### src/sv/assert_macros.svh
// assertion macros used by the top-level rtl file
`ifndef ASSERT_MACROS_SVH
`define ASSERT_MACROS_SVH

`ifndef NO_ASSERTIONS

// property must hold at every clock edge outside reset
`define USD_ASSERT(label, prop, msg) \
  label: assert property (@(posedge clk) disable iff (!rst_n) (prop)) else $error(msg);

// condition must never be seen outside reset
`define USD_NEVER(label, cond, msg) \
  label: assert property (@(posedge clk) disable iff (!rst_n) !(cond)) else $error(msg);

`else

`define USD_ASSERT(label, prop, msg)
`define USD_NEVER(label, cond, msg)

`endif

`endif

### src/sv/usd_pkg.sv
// shared types, constants and helper functions of the utf-8 stream decoder
package usd_pkg;

  localparam int unsigned QUEUE_DEPTH = 4;

  localparam logic [7:0] TRAIL_MASK = 8'hC0;
  localparam logic [7:0] TRAIL_TAG  = 8'h80;
  localparam logic [7:0] ASCII_TOP  = 8'h80;
  localparam logic [7:0] LEAD2_MIN  = 8'hC0;
  localparam logic [7:0] LEAD3_MIN  = 8'hE0;
  localparam logic [7:0] LEAD4_MIN  = 8'hF0;
  localparam logic [7:0] LEAD_LIMIT = 8'hF5;

  // one decoded work item handed from the front to the back
  typedef struct packed {
    logic        has_replay;  // lead and taken trails come out as malformed bytes
    logic [7:0]  lead;
    logic [1:0]  seen;
    logic [17:0] payload;
    logic        has_final;   // one more result after any replay
    logic [20:0] cp;
    logic [2:0]  cnt;
    logic        bad;
  } job_t;

  // payload mask of a lead byte by its number of trail bytes
  function automatic logic [7:0] lead_mask(input logic [1:0] trails);
    logic [7:0] m;
    case (trails)
      2'd1:    m = 8'd31;
      2'd2:    m = 8'd15;
      2'd3:    m = 8'd7;
      default: m = 8'd63;
    endcase
    return m;
  endfunction

  // number of trail bytes announced by a lead, 0 when not a usable lead
  function automatic logic [1:0] trails_for_lead(input logic [7:0] b);
    logic [1:0] t;
    if (b < LEAD2_MIN) t = 2'd0;
    else if (b < LEAD3_MIN) t = 2'd1;
    else if (b < LEAD4_MIN) t = 2'd2;
    else if (b < LEAD_LIMIT) t = 2'd3;
    else t = 2'd0;
    return t;
  endfunction

endpackage

### src/sv/usd_queue.sv
// small register queue carrying work items from the front to the back
module usd_queue #(
  parameter int unsigned DEPTH = usd_pkg::QUEUE_DEPTH
) (
  input  logic          clk,
  input  logic          rst_n,
  input  logic          push,
  input  usd_pkg::job_t push_data,
  input  logic          pop,
  output usd_pkg::job_t pop_data,
  output logic          full,
  output logic          empty
);

  localparam int unsigned AW = (DEPTH > 1) ? $clog2(DEPTH) : 1;
  localparam int unsigned CW = $clog2(DEPTH + 1);

  usd_pkg::job_t mem_r [DEPTH];
  logic [AW-1:0] wr_ptr_r, wr_ptr_nxt;
  logic [AW-1:0] rd_ptr_r, rd_ptr_nxt;
  logic [CW-1:0] count_r, count_nxt;
  logic          do_push, do_pop;

  assign full     = (count_r == CW'(DEPTH));
  assign empty    = (count_r == '0);
  assign do_push  = push && !full;
  assign do_pop   = pop && !empty;
  assign pop_data = mem_r[rd_ptr_r];

  always_comb begin
    wr_ptr_nxt = wr_ptr_r;
    rd_ptr_nxt = rd_ptr_r;
    count_nxt  = count_r;
    if (do_push) begin
      wr_ptr_nxt = (wr_ptr_r == AW'(DEPTH - 1)) ? '0 : wr_ptr_r + AW'(1);
    end
    if (do_pop) begin
      rd_ptr_nxt = (rd_ptr_r == AW'(DEPTH - 1)) ? '0 : rd_ptr_r + AW'(1);
    end
    if (do_push && !do_pop) begin
      count_nxt = count_r + CW'(1);
    end else if (do_pop && !do_push) begin
      count_nxt = count_r - CW'(1);
    end
  end

  always_ff @(posedge clk) begin
    if (!rst_n) begin
      wr_ptr_r <= '0;
      rd_ptr_r <= '0;
      count_r  <= '0;
    end else begin
      wr_ptr_r <= wr_ptr_nxt;
      rd_ptr_r <= rd_ptr_nxt;
      count_r  <= count_nxt;
    end
  end

  always_ff @(posedge clk) begin
    if (do_push) begin
      mem_r[wr_ptr_r] <= push_data;
    end
  end

endmodule

### src/sv/usd_front.sv
// front: takes bytes, tracks the pending sequence and classifies each byte, pushing a work item when a result is due
module usd_front (
  input  logic          clk,
  input  logic          rst_n,
  input  logic          accept,
  input  logic [7:0]    in_byte,
  output logic          push,
  output usd_pkg::job_t job
);

  logic [7:0]  lead_r, lead_nxt;
  logic [1:0]  needed_r, needed_nxt;
  logic [1:0]  seen_r, seen_nxt;
  logic [17:0] pay_r, pay_nxt;

  logic        pending;
  logic        is_trail;
  logic [17:0] new_pay;
  logic [1:0]  seen_inc;
  logic [1:0]  fresh_trails;
  logic [4:0]  lead_shift;

  always_comb begin
    pending      = (needed_r != 2'd0);
    is_trail     = ((in_byte & usd_pkg::TRAIL_MASK) == usd_pkg::TRAIL_TAG);
    new_pay      = {pay_r[11:0], in_byte[5:0]};
    seen_inc     = seen_r + 2'd1;
    fresh_trails = usd_pkg::trails_for_lead(in_byte);
    lead_shift   = 5'd6 * 5'(needed_r);

    job        = '0;
    lead_nxt   = lead_r;
    needed_nxt = needed_r;
    seen_nxt   = seen_r;
    pay_nxt    = pay_r;

    if (pending && is_trail) begin
      pay_nxt  = new_pay;
      seen_nxt = seen_inc;
      if (seen_inc == needed_r) begin
        // sequence complete
        job.has_final = 1'b1;
        job.cp  = (21'(lead_r & usd_pkg::lead_mask(needed_r)) << lead_shift) | 21'(new_pay);
        job.cnt = 3'(needed_r) + 3'd1;
        job.bad = 1'b0;
        lead_nxt   = '0;
        needed_nxt = '0;
        seen_nxt   = '0;
        pay_nxt    = '0;
      end
    end else begin
      if (pending) begin
        // broken sequence: the back replays lead and taken trails
        job.has_replay = 1'b1;
        job.lead       = lead_r;
        job.seen       = seen_r;
        job.payload    = pay_r;
        lead_nxt   = '0;
        needed_nxt = '0;
        seen_nxt   = '0;
        pay_nxt    = '0;
      end
      if (in_byte < usd_pkg::ASCII_TOP) begin
        job.has_final = 1'b1;
        job.cp        = 21'(in_byte);
        job.cnt       = 3'd1;
        job.bad       = 1'b0;
      end else if (fresh_trails == 2'd0) begin
        job.has_final = 1'b1;
        job.cp        = 21'(in_byte);
        job.cnt       = 3'd1;
        job.bad       = 1'b1;
      end else begin
        lead_nxt   = in_byte;
        needed_nxt = fresh_trails;
        seen_nxt   = '0;
        pay_nxt    = '0;
      end
    end

    push = accept && (job.has_replay || job.has_final);
  end

  always_ff @(posedge clk) begin
    if (!rst_n) begin
      lead_r   <= '0;
      needed_r <= '0;
      seen_r   <= '0;
      pay_r    <= '0;
    end else if (accept) begin
      lead_r   <= lead_nxt;
      needed_r <= needed_nxt;
      seen_r   <= seen_nxt;
      pay_r    <= pay_nxt;
    end
  end

endmodule

### src/sv/usd_back.sv
// back: expands each work item into its result beats behind an output register
module usd_back (
  input  logic          clk,
  input  logic          rst_n,
  input  logic          q_empty,
  input  usd_pkg::job_t q_data,
  output logic          q_pop,
  output logic          out_valid,
  input  logic          out_stall,
  output logic [20:0]   out_code_point,
  output logic [2:0]    out_byte_count,
  output logic          out_malformed,
  output logic          out_last
);

  usd_pkg::job_t cur_r, cur_nxt;
  logic          cur_valid_r, cur_valid_nxt;
  logic [2:0]    pos_r, pos_nxt;

  logic          out_valid_r, out_valid_nxt;
  logic [20:0]   cp_r, cp_nxt;
  logic [2:0]    cnt_r, cnt_nxt;
  logic          bad_r, bad_nxt;
  logic          last_r, last_nxt;

  logic          load_out;
  logic [2:0]    total;
  logic          item_last;
  logic [1:0]    diff;
  logic [17:0]   shifted;
  logic [20:0]   item_cp;
  logic [2:0]    item_cnt;
  logic          item_bad;

  always_comb begin
    load_out  = !out_valid_r || !out_stall;
    total     = (cur_r.has_replay ? (3'(cur_r.seen) + 3'd1) : 3'd0) + 3'(cur_r.has_final);
    item_last = (pos_r == total - 3'd1);
    diff      = cur_r.seen - pos_r[1:0];
    shifted   = cur_r.payload >> (5'd6 * 5'(diff));

    // pick the beat at the current position
    if (cur_r.has_replay && pos_r == 3'd0) begin
      item_cp  = 21'(cur_r.lead);
      item_cnt = 3'd1;
      item_bad = 1'b1;
    end else if (cur_r.has_replay && pos_r <= 3'(cur_r.seen)) begin
      item_cp  = 21'({2'b10, shifted[5:0]});
      item_cnt = 3'd1;
      item_bad = 1'b1;
    end else begin
      item_cp  = cur_r.cp;
      item_cnt = cur_r.cnt;
      item_bad = cur_r.bad;
    end

    cur_nxt       = cur_r;
    cur_valid_nxt = cur_valid_r;
    pos_nxt       = pos_r;
    out_valid_nxt = out_valid_r;
    cp_nxt        = cp_r;
    cnt_nxt       = cnt_r;
    bad_nxt       = bad_r;
    last_nxt      = last_r;
    q_pop         = 1'b0;

    if (load_out) begin
      out_valid_nxt = cur_valid_r;
      if (cur_valid_r) begin
        cp_nxt   = item_cp;
        cnt_nxt  = item_cnt;
        bad_nxt  = item_bad;
        last_nxt = item_last;
        if (item_last) begin
          cur_valid_nxt = 1'b0;
        end else begin
          pos_nxt = pos_r + 3'd1;
        end
      end
    end

    if (!cur_valid_nxt && !q_empty) begin
      q_pop         = 1'b1;
      cur_nxt       = q_data;
      cur_valid_nxt = 1'b1;
      pos_nxt       = '0;
    end
  end

  always_ff @(posedge clk) begin
    if (!rst_n) begin
      cur_valid_r <= 1'b0;
      out_valid_r <= 1'b0;
      pos_r       <= '0;
    end else begin
      cur_valid_r <= cur_valid_nxt;
      out_valid_r <= out_valid_nxt;
      pos_r       <= pos_nxt;
    end
  end

  always_ff @(posedge clk) begin
    cur_r  <= cur_nxt;
    cp_r   <= cp_nxt;
    cnt_r  <= cnt_nxt;
    bad_r  <= bad_nxt;
    last_r <= last_nxt;
  end

  assign out_valid      = out_valid_r;
  assign out_code_point = cp_r;
  assign out_byte_count = cnt_r;
  assign out_malformed  = bad_r;
  assign out_last       = last_r;

endmodule

### src/sv/utf8_stream_decoder.sv
// top level of the streaming utf-8 decoder
// Takes one utf-8 byte per beat and returns decoded code points, one result beat each, with
// byte_count, a malformed flag and last marking the final beat caused by an input byte. A byte
// is accepted every cycle while the work queue has room; a byte that only extends a pending
// sequence gives no result. Most bytes give one result beat, so the block runs at one byte per
// cycle while out_stall is low. A byte that breaks a pending sequence gives up to four beats
// (the lead and each taken trail replayed as malformed bytes, then the new byte's own result
// unless it is a new lead), and the back end emits one beat per cycle while out_stall is low;
// the queue of QUEUE_DEPTH items absorbs this and input stalls only once the queue fills. A
// pending sequence is only resolved by a later byte, so end a stream with any non-trail byte
// (0x00 for instance) to flush it. Overlong forms and surrogates are not flagged.
`include "assert_macros.svh"

module utf8_stream_decoder #(
  parameter int unsigned QUEUE_DEPTH = usd_pkg::QUEUE_DEPTH
) (
  input  logic        clk,
  input  logic        rst_n,
  // input byte channel
  input  logic        in_valid,
  output logic        in_stall,
  input  logic [7:0]  in_byte,
  // result channel
  output logic        out_valid,
  input  logic        out_stall,
  output logic [20:0] out_code_point,
  output logic [2:0]  out_byte_count,
  output logic        out_malformed,
  output logic        out_last
);

  logic          in_accept;
  logic          q_push;
  logic          q_pop;
  logic          q_full;
  logic          q_empty;
  usd_pkg::job_t q_wdata;
  usd_pkg::job_t q_rdata;

  // stall purely on queue occupancy so a byte is never lost
  assign in_stall  = q_full;
  assign in_accept = in_valid && !in_stall;

  // front: sequence tracking and classification
  usd_front u_front (
    .clk     (clk),
    .rst_n   (rst_n),
    .accept  (in_accept),
    .in_byte (in_byte),
    .push    (q_push),
    .job     (q_wdata)
  );

  // work queue between front and back
  usd_queue #(
    .DEPTH (QUEUE_DEPTH)
  ) u_queue (
    .clk       (clk),
    .rst_n     (rst_n),
    .push      (q_push),
    .push_data (q_wdata),
    .pop       (q_pop),
    .pop_data  (q_rdata),
    .full      (q_full),
    .empty     (q_empty)
  );

  // back: beat generation and output register
  usd_back u_back (
    .clk            (clk),
    .rst_n          (rst_n),
    .q_empty        (q_empty),
    .q_data         (q_rdata),
    .q_pop          (q_pop),
    .out_valid      (out_valid),
    .out_stall      (out_stall),
    .out_code_point (out_code_point),
    .out_byte_count (out_byte_count),
    .out_malformed  (out_malformed),
    .out_last       (out_last)
  );

  // queue status must be consistent
  `USD_NEVER(a_queue_full_empty, q_full && q_empty, "queue full and empty at once")

  // malformed beats carry a single raw byte
  `USD_ASSERT(a_bad_one_byte, out_valid && out_malformed |-> out_byte_count == 3'd1 && out_code_point[20:8] == 13'd0, "malformed beat not a single byte")

  // byte count of any beat stays within one to four
  `USD_ASSERT(a_count_range, out_valid |-> out_byte_count != 3'd0 && out_byte_count <= 3'd4, "byte count out of range")

  // an item popped from the queue always carries at least one beat
  `USD_ASSERT(a_pop_has_beat, q_pop |-> q_rdata.has_replay || q_rdata.has_final, "empty work item in queue")

endmodule
### config.mk
export PLATFORM = sky130hd
export DESIGN_NAME = utf8_stream_decoder
export DESIGN_NICKNAME = d
export VERILOG_FILES = /design/src/sv/usd_pkg.sv /design/src/sv/usd_queue.sv /design/src/sv/usd_front.sv /design/src/sv/usd_back.sv /design/src/sv/utf8_stream_decoder.sv
export VERILOG_INCLUDE_DIRS = /design/src /design/src/sv
export SDC_FILE = /design/constraint.sdc
export NUM_CORES = 1
export LEC_CHECK = 0
export BUFFER_PORTS_ARGS = -buffer_cell sky130_fd_sc_hd__buf_2
export CELL_PAD_IN_SITES_DETAIL_PLACEMENT = 1
export CELL_PAD_IN_SITES_GLOBAL_PLACEMENT = 1
export CORE_MARGIN = 3
export CORE_UTILIZATION = 30
export DETAILED_ROUTE_END_ITERATION = 12
export HOLD_SLACK_MARGIN = 0.08
export PLACE_DENSITY_LB_ADDON = 0.1
export REMOVE_ABC_BUFFERS = 1
export SLEW_MARGIN = 0
export SYNTH_ARGS = -nofsm -noshare
export SYNTH_HDL_FRONTEND = slang
export SYNTH_SLANG_ARGS = --single-unit
### constraint.sdc
create_clock -name clk -period 5.34 [get_ports clk]
set_input_delay 0.267 -clock clk [delete_from_list [all_inputs] [get_ports clk]]
set_output_delay 0.267 -clock clk [all_outputs]
set_load 0.03 [all_outputs]
==> flow_summary_export.csv, run 1 <==
group,metric,value,unit
status,status,"complete, no violations",
sta,period_needed,4.11,ns
power_and_ir_drop,swShare,0.308,
clock_network,root_buffer,"clkbuf_16",
floorplan,die_w,220,um
floorplan,ios,40,
synth,synth.ff_latch_count,343,
run,maxCapViolations,0,
layout,design_area,15900,um^2
power_and_ir_drop,combPwrFrac,0.241,
routing,ant_nets,0,
synth,synth_edf_count,301,
setup_path,crit_type,"flop to flop",
power_and_ir_drop,vdd_drop_max,0.356,mV
sta,fmax,243,MHz
setup_path,cp_max_fo,17,
sta,worst_pin_slew,1.11,ns
routing,drt-total-wl,33700,um
sta,rsz0062_at_grt,"false",
synth,synth_ff_type,"edfxtp_1",
synth,synthArstFlopShare,0,
routing,drcViolationCount,0,
synth,synth_common_cells,"edfxtp_1, mux4_2, dfxtp_1",
synth,yosys.area.top_type_share,0.660,
floorplan,design.core.area,44600,um^2
routing,routed_via_density,4.80,
placement,place_area,14600,um^2
setup_path,worst_setup_path_end_kind,"flop",
floorplan,dieArea,48200,um^2
placement,gp_congestion,0.739,
global_routing,grt_pass1_wl,50800,um
global_routing,grt_usage,0.144,
sta,fin_skew,0.0142,ns
synth,synth_top_area_cell,"edfxtp_1",
clock_network,path_clk_slew,0.06,ns
synth,yosys_warnings,0,
power_and_ir_drop,p_clk_frac,0.312,
global_routing,grt_remaining_overflow,0,
synth,yosysUniqueCellTypes,54,
global_routing,grt_use_met1,0.201,
placement,pre_cts_slack,1.15,ns
power_and_ir_drop,powerDensity,545,nW/um^2
clock_network,cts_buffer_depth,3,
floorplan,dieHeight,220,um
routing,vias,7058,
global_routing,grt_pass1_vias,7773,
clock_network,cts_hold_buf,3,
global_routing,antenna_found_initial,0,
power_and_ir_drop,p_sw,2.66,mW
power_and_ir_drop,internal_power,5.99,mW
routing,drtIter0Drc,412,
min_path,hp-class,"input pin to flop",
synth,syn_area,13700,um^2
floorplan,core.rowCount,77,
setup_path,critPathLaunchType,"flop",
sta,tns,0,ns
sta,timing.final.crit_share,0.770,
routing,wl_per_cell,22.9,um
sta,drv_slew,0,
setup_path,cp.arrival,4.58,ns
floorplan,initial_core_util,0.307,
synth,synth_area_leaders,"edfxtp_1, mux4_2, dfxtp_1",
layout,syn_to_final_growth,16.0,%
clock_network,cts_tree,"built",
layout,nNetsFinal,881,
clock_network,numClockSinks,343,
placement,portBuffers,39,
global_routing,use_met3,0.0250,
synth,synth.most_common_cell,"edfxtp_1",
clock_network,cts_made_buffers,39,
sta,finalHoldViolations,0,
global_routing,grt.met2_usage,0.230,
clock_network,post_cts_buffers,0,
power_and_ir_drop,pwr-share-seq,0.448,
sta,max-slew-margin-rel,0.258,
routing,dr.pass1.iters,4,
layout,layout-drive-gt1-share,0.217,
synth,synthCells,794,
sta,fin_ws,1.23,ns
clock_network,ctsHtreeMaxLevel,2,
global_routing,grt_busiest_layer,"met2",
clock_network,cts_resized,0,
clock_network,clk_latency,0.54,ns
power_and_ir_drop,power.leakage,5.45,nW
placement,hpwl,21400,um
global_routing,grt_max_degree,59,
synth,yosysSeqAreaShare,0.721,
setup_path,crit_required,5.81,ns
layout,diodes,0,
synth,avgSynthCellArea,17.2,um^2
sta,setup_violations,0,
==> layer usage <==
metal | share of wire | vias to the layer above
li1 | - | 3214
met1 | 0.46 | 3687
met2 | 0.47 | 112
met3 | 0.046 | 45
met4 | 0.020 | 0
met5 | 0 | -
==> path summary, 6_finish.rpt <==
kind	cells past startpoint	slack, ns	start	end
setup / recovery	11	1.23	u_front.needed_r[0]$_SDFFE_PN0P_	u_queue.count_r[2]$_SDFFE_PN0P_
hold / removal	3	0.11	in_byte[0]	u_front.lead_r[0]$_SDFFE_PN0P_
setup reg to reg	11	1.23	u_front.needed_r[0]$_SDFFE_PN0P_	u_queue.count_r[2]$_SDFFE_PN0P_
hold reg to reg	1	0.44	u_front.lead_r[6]$_SDFFE_PN0P_	u_front.lead_r[6]$_SDFFE_PN0P_
==> layout by cell type (no fill, tap or decap), drive strengths merged, types with 5 or more instances in the layout <==
cell type / synthesis / layout
clkinv: 0 / 16
edfxtp: 301 / 301
inv: 15 / 15
nor2: 30 / 30
o21a: 6 / 6
a211oi: 7 / 7
buf: 13 / 49
and3: 19 / 19
clkbuf: 25 / 48
and2: 39 / 39
nor2b: 30 / 30
a22oi: 20 / 20
mux4: 55 / 55
mux2i: 8 / 8
xnor2: 6 / 6
nor3: 5 / 5
nor3b: 8 / 8
ha: 19 / 19
a21oi: 10 / 10
nand2b: 5 / 5
o21ai: 35 / 35
o22ai: 6 / 6
nand2: 32 / 32
a21boi: 8 / 8
mux2: 12 / 12
a221oi: 6 / 6
dfxtp: 42 / 42
==> logic make-up after synthesis <==
kind of cell               count (synthesis)  share of synthesized area
adders and majority gates                 20                     0.0188
muxes                                     75                      0.106
DFF                                      343                      0.721
xor gates and xnor gates                  10                    0.00640
buffers and inverters                     53                     0.0174
and+or+nand+nor                          183                     0.0748
AOI/OAI and AO/OA                        110                     0.0547
==> area by class of cell <==
type	instances	area, um^2
Clock buffer	48	1080
Clock inverter	23	224
Fill cell	4448	28700
Inverter	15	56.3
Multi-Input combinational cell	398	3600
Sequential cell	343	9880
Tap cell	592	741
Timing Repair Buffer	52	300
==> worst max-delay path, stage by stage, from the launching register on <==
cell and delay, ns:
dfxtp_1 0.65, inv_1 0.18, ha_1 0.40, or3b_1 0.59, o22ai_4 0.41, o21a_1 0.41
ha_1 0.27, inv_1 0.06, fa_1 0.37, xor2_1 0.19, or3_1 0.31, a21boi_0 0.18
==> through the flow <==
step	hold slack, ns	util	power [mW]	cells
after CTS	0.0838	0.356	8.86	1471
after global placement	0.444	0.326	6.06	1397
after floorplan	0.385	-	5.26	756
final	0.115	0.356	8.65	1471
after detailed placement	0.436	0.326	6.11	1397
after global routing	0.107	0.356	9.13	1471
==> registers in the layout, summed over array words and instances, names as in the netlist, 3 cells and up <==
| name | cells |
|---|---|
| u_queue.count_r | 3 |
| u_front.pay_r | 18 |
| u_front.lead_r | 8 |
| u_back.pos_r | 3 |
| u_back.out_byte_count | 3 |
| u_back.out_code_point | 21 |
| u_back.cur_r | 55 |
| u_queue.mem_r | 220 |
==> power by group through the flow <==
stage                     logic [mW]  clock network [mW]  registers (mW)
after CTS                       2.18                2.78            3.90
after floorplan                 1.18                   0            4.08
after detailed placement        2.17                   0            3.95
after global routing            2.30                2.89            3.94
final                           2.08                2.70            3.87
after global placement          2.13                   0            3.93
Power figures use the tool's default switching activity.
==> run 2: changes to the inputs <==
==> constraint.sdc (replaced) <==
create_clock -name clk -period 3.5 [get_ports clk]
set_input_delay 0.175 -clock clk [delete_from_list [all_inputs] [get_ports clk]]
set_output_delay 0.175 -clock clk [all_outputs]
set_load 0.03 [all_outputs]
==> run 2 against run 1 <==
  * Fmax up 26%
  * Final area is 1.3% higher
  * Non-clock buffer count is 18 higher
  * Critical endpoint unchanged
  * Global-route usage is 0.10 points lower
  * Largest cell class unchanged
  * Hold slack better by 0.015 ns
==> flow_summary_export.csv, run 2 (synthesis results as in run 1) <==
group,metric,value,unit
global_routing,use_met3,0.0210,
layout,syn_to_final_growth,17.6,%
placement,gp_congestion,0.810,
sta,rsz0062_at_grt,"false",
placement,pre_cts_slack,0.123,ns
layout,top_register,"u_queue.mem_r",
routing,ant_nets,0,
sta,finalHoldViolations,0,
sta,timing.final.crit_share,0.936,
global_routing,grt_usage,0.143,
global_routing,antenna_found_initial,0,
placement,placedCellCount,1409,
routing,drtIter0Drc,405,
sta,fmax,305,MHz
setup_path,worstReg2RegEnd,"u_queue.count_r[2]$_SDFFE_PN0P_",
layout,layout-drive-gt1-share,0.232,
global_routing,grt.met2_usage,0.229,
layout,finalNonFillerCells,1490,
status,status,"complete, no violations",
floorplan,dieArea,48200,um^2
routing,drcViolationCount,0,
power_and_ir_drop,p_total,13.3,mW
setup_path,endpoint,"u_queue.count_r[2]$_SDFFE_PN0P_",
placement,portBuffers,39,
global_routing,grt_pass1_vias,7945,
setup_path,crit_type,"flop to flop",
clock_network,path_clk_slew,0.06,ns
run,maxCapViolations,0,
layout,nNetsFinal,900,
sta,worst_pin_slew,0.946,ns
layout,final_common_cell,"edfxtp_1",
sta,period_needed,3.28,ns
setup_path,crit_required,3.95,ns
routing,vias,7248,
clock_network,cts_made_buffers,40,
routing,wl_per_cell,22.5,um
floorplan,core.rowCount,77,
routing,routed_via_density,4.86,
global_routing,grt_remaining_overflow,0,
placement,place_area,14700,um^2
setup_path,r2r_slack,0.22,ns
clock_network,cts_tree,"built",
floorplan,initial_core_util,0.307,
placement,hpwl,21000,um
sta,hold_slack,0.130,ns
setup_path,crit_path_start,"u_back.cur_r[44]$_DFFE_PP_",
layout,final_util,0.361,
floorplan,ios,40,
global_routing,grt_pass1_wl,50900,um
layout,largest_register_ffs,220,
clock_network,root_buffer,"clkbuf_16",
setup_path,cp_max_fo,3,
sta,setup_violations,0,
power_and_ir_drop,vdd_drop_max,0.629,mV
global_routing,grt_busiest_layer,"met2",
floorplan,design.core.area,44600,um^2
sta,drv_slew,0,
sta,max-slew-margin-rel,0.368,
power_and_ir_drop,powerDensity,824,nW/um^2
setup_path,reg2reg_depth,13,
routing,drt-total-wl,33500,um
global_routing,grt_max_degree,59,
layout,diodes,0,
sta,fin_ws,0.224,ns
clock_network,clk_latency,0.54,ns
power_and_ir_drop,power.leakage,5.56,nW
floorplan,die_w,220,um
clock_network,cts_buffer_depth,3,
sta,fin_skew,0.0215,ns
layout,final_cell_mix,"edfxtp_1, mux4_2, clkbuf_16",
global_routing,grt_use_met1,0.202,
setup_path,worst_setup_path_end_kind,"flop",
clock_network,numClockSinks,343,
setup_path,cp.arrival,3.73,ns
layout,design_area,16100,um^2
setup_path,critPathLaunchType,"flop",
sta,tns,0,ns
setup_path,r2r_start,"u_back.cur_r[44]$_DFFE_PP_",
routing,dr.pass1.iters,5,
clock_network,ctsHtreeMaxLevel,2,
floorplan,dieHeight,220,um
min_path,hp-class,"input pin to flop",
==> run 2: cell types whose count changed in the layout (fill, tap and decap cells not counted), sizes merged <==
cell and change:
clkinv -3, bufinv -2, buf +12, clkbuf +6, dlygate4sd3 +6
==> run 2: repair_timing <==
action                     4_1_cts  5_1_grt
hold endpoints to repair        13        0
buffers inserted                 0        0
resized for setup                0        1
setup endpoints to repair        0        1
hold buffers                     9        0
==> run 2: power by group <==
part           switching (mW)  total (mW)  internal [mW]
combinational            2.15        3.42           1.27
sequential              0.322        5.81           5.49
clock                    1.62        4.03           2.42
total                    4.09        13.3           9.18
==> run 2: worst min path at each step <==
stage	start	to	cells after the start
3_3_place_gp	u_front.lead_r[7]$_SDFFE_PN0P_	u_front.lead_r[7]$_SDFFE_PN0P_	1
6_report	out_stall	u_back.out_valid$_SDFFE_PN0N_	3
4_1_cts	out_stall	u_back.out_valid$_SDFFE_PN0N_	3
2_1_floorplan	rst_n	u_back.out_valid$_SDFFE_PN0N_	1
5_1_grt	out_stall	u_back.out_valid$_SDFFE_PN0N_	3
3_5_place_dp	u_front.lead_r[6]$_SDFFE_PN0P_	u_front.lead_r[6]$_SDFFE_PN0P_	1
==> run 2: layer usage <==
metal | routed length, um | part of all wire
met5 | 0 | 0
met4 | 700 | 0.021
met3 | 1110 | 0.033
met2 | 15900 | 0.48
met1 | 15800 | 0.47
==> run 2: layout make-up <==
| class | instances | area [um^2] |
|---|---|---|
| Fill cell | 4463 | 28500 |
| Clock buffer | 54 | 1130 |
| Clock inverter | 18 | 145 |
| Sequential cell | 343 | 9880 |
| Tap cell | 592 | 741 |
| Timing Repair Buffer | 70 | 538 |
| Inverter | 15 | 56.3 |
| Multi-Input combinational cell | 398 | 3600 |
==> run 2: critical path, cell delays in order, from the launching register on <==
cell	delay [ns]
edfxtp_1	0.43
ha_1	0.30
nand2_1	0.06
ha_1	0.30
xnor2_1	0.13
or4_1	0.52
o22ai_4	0.26
inv_1	0.10
ha_1	0.23
inv_1	0.08
fa_1	0.18
xor2_1	0.08
or3_1	0.31
a21boi_0	0.20
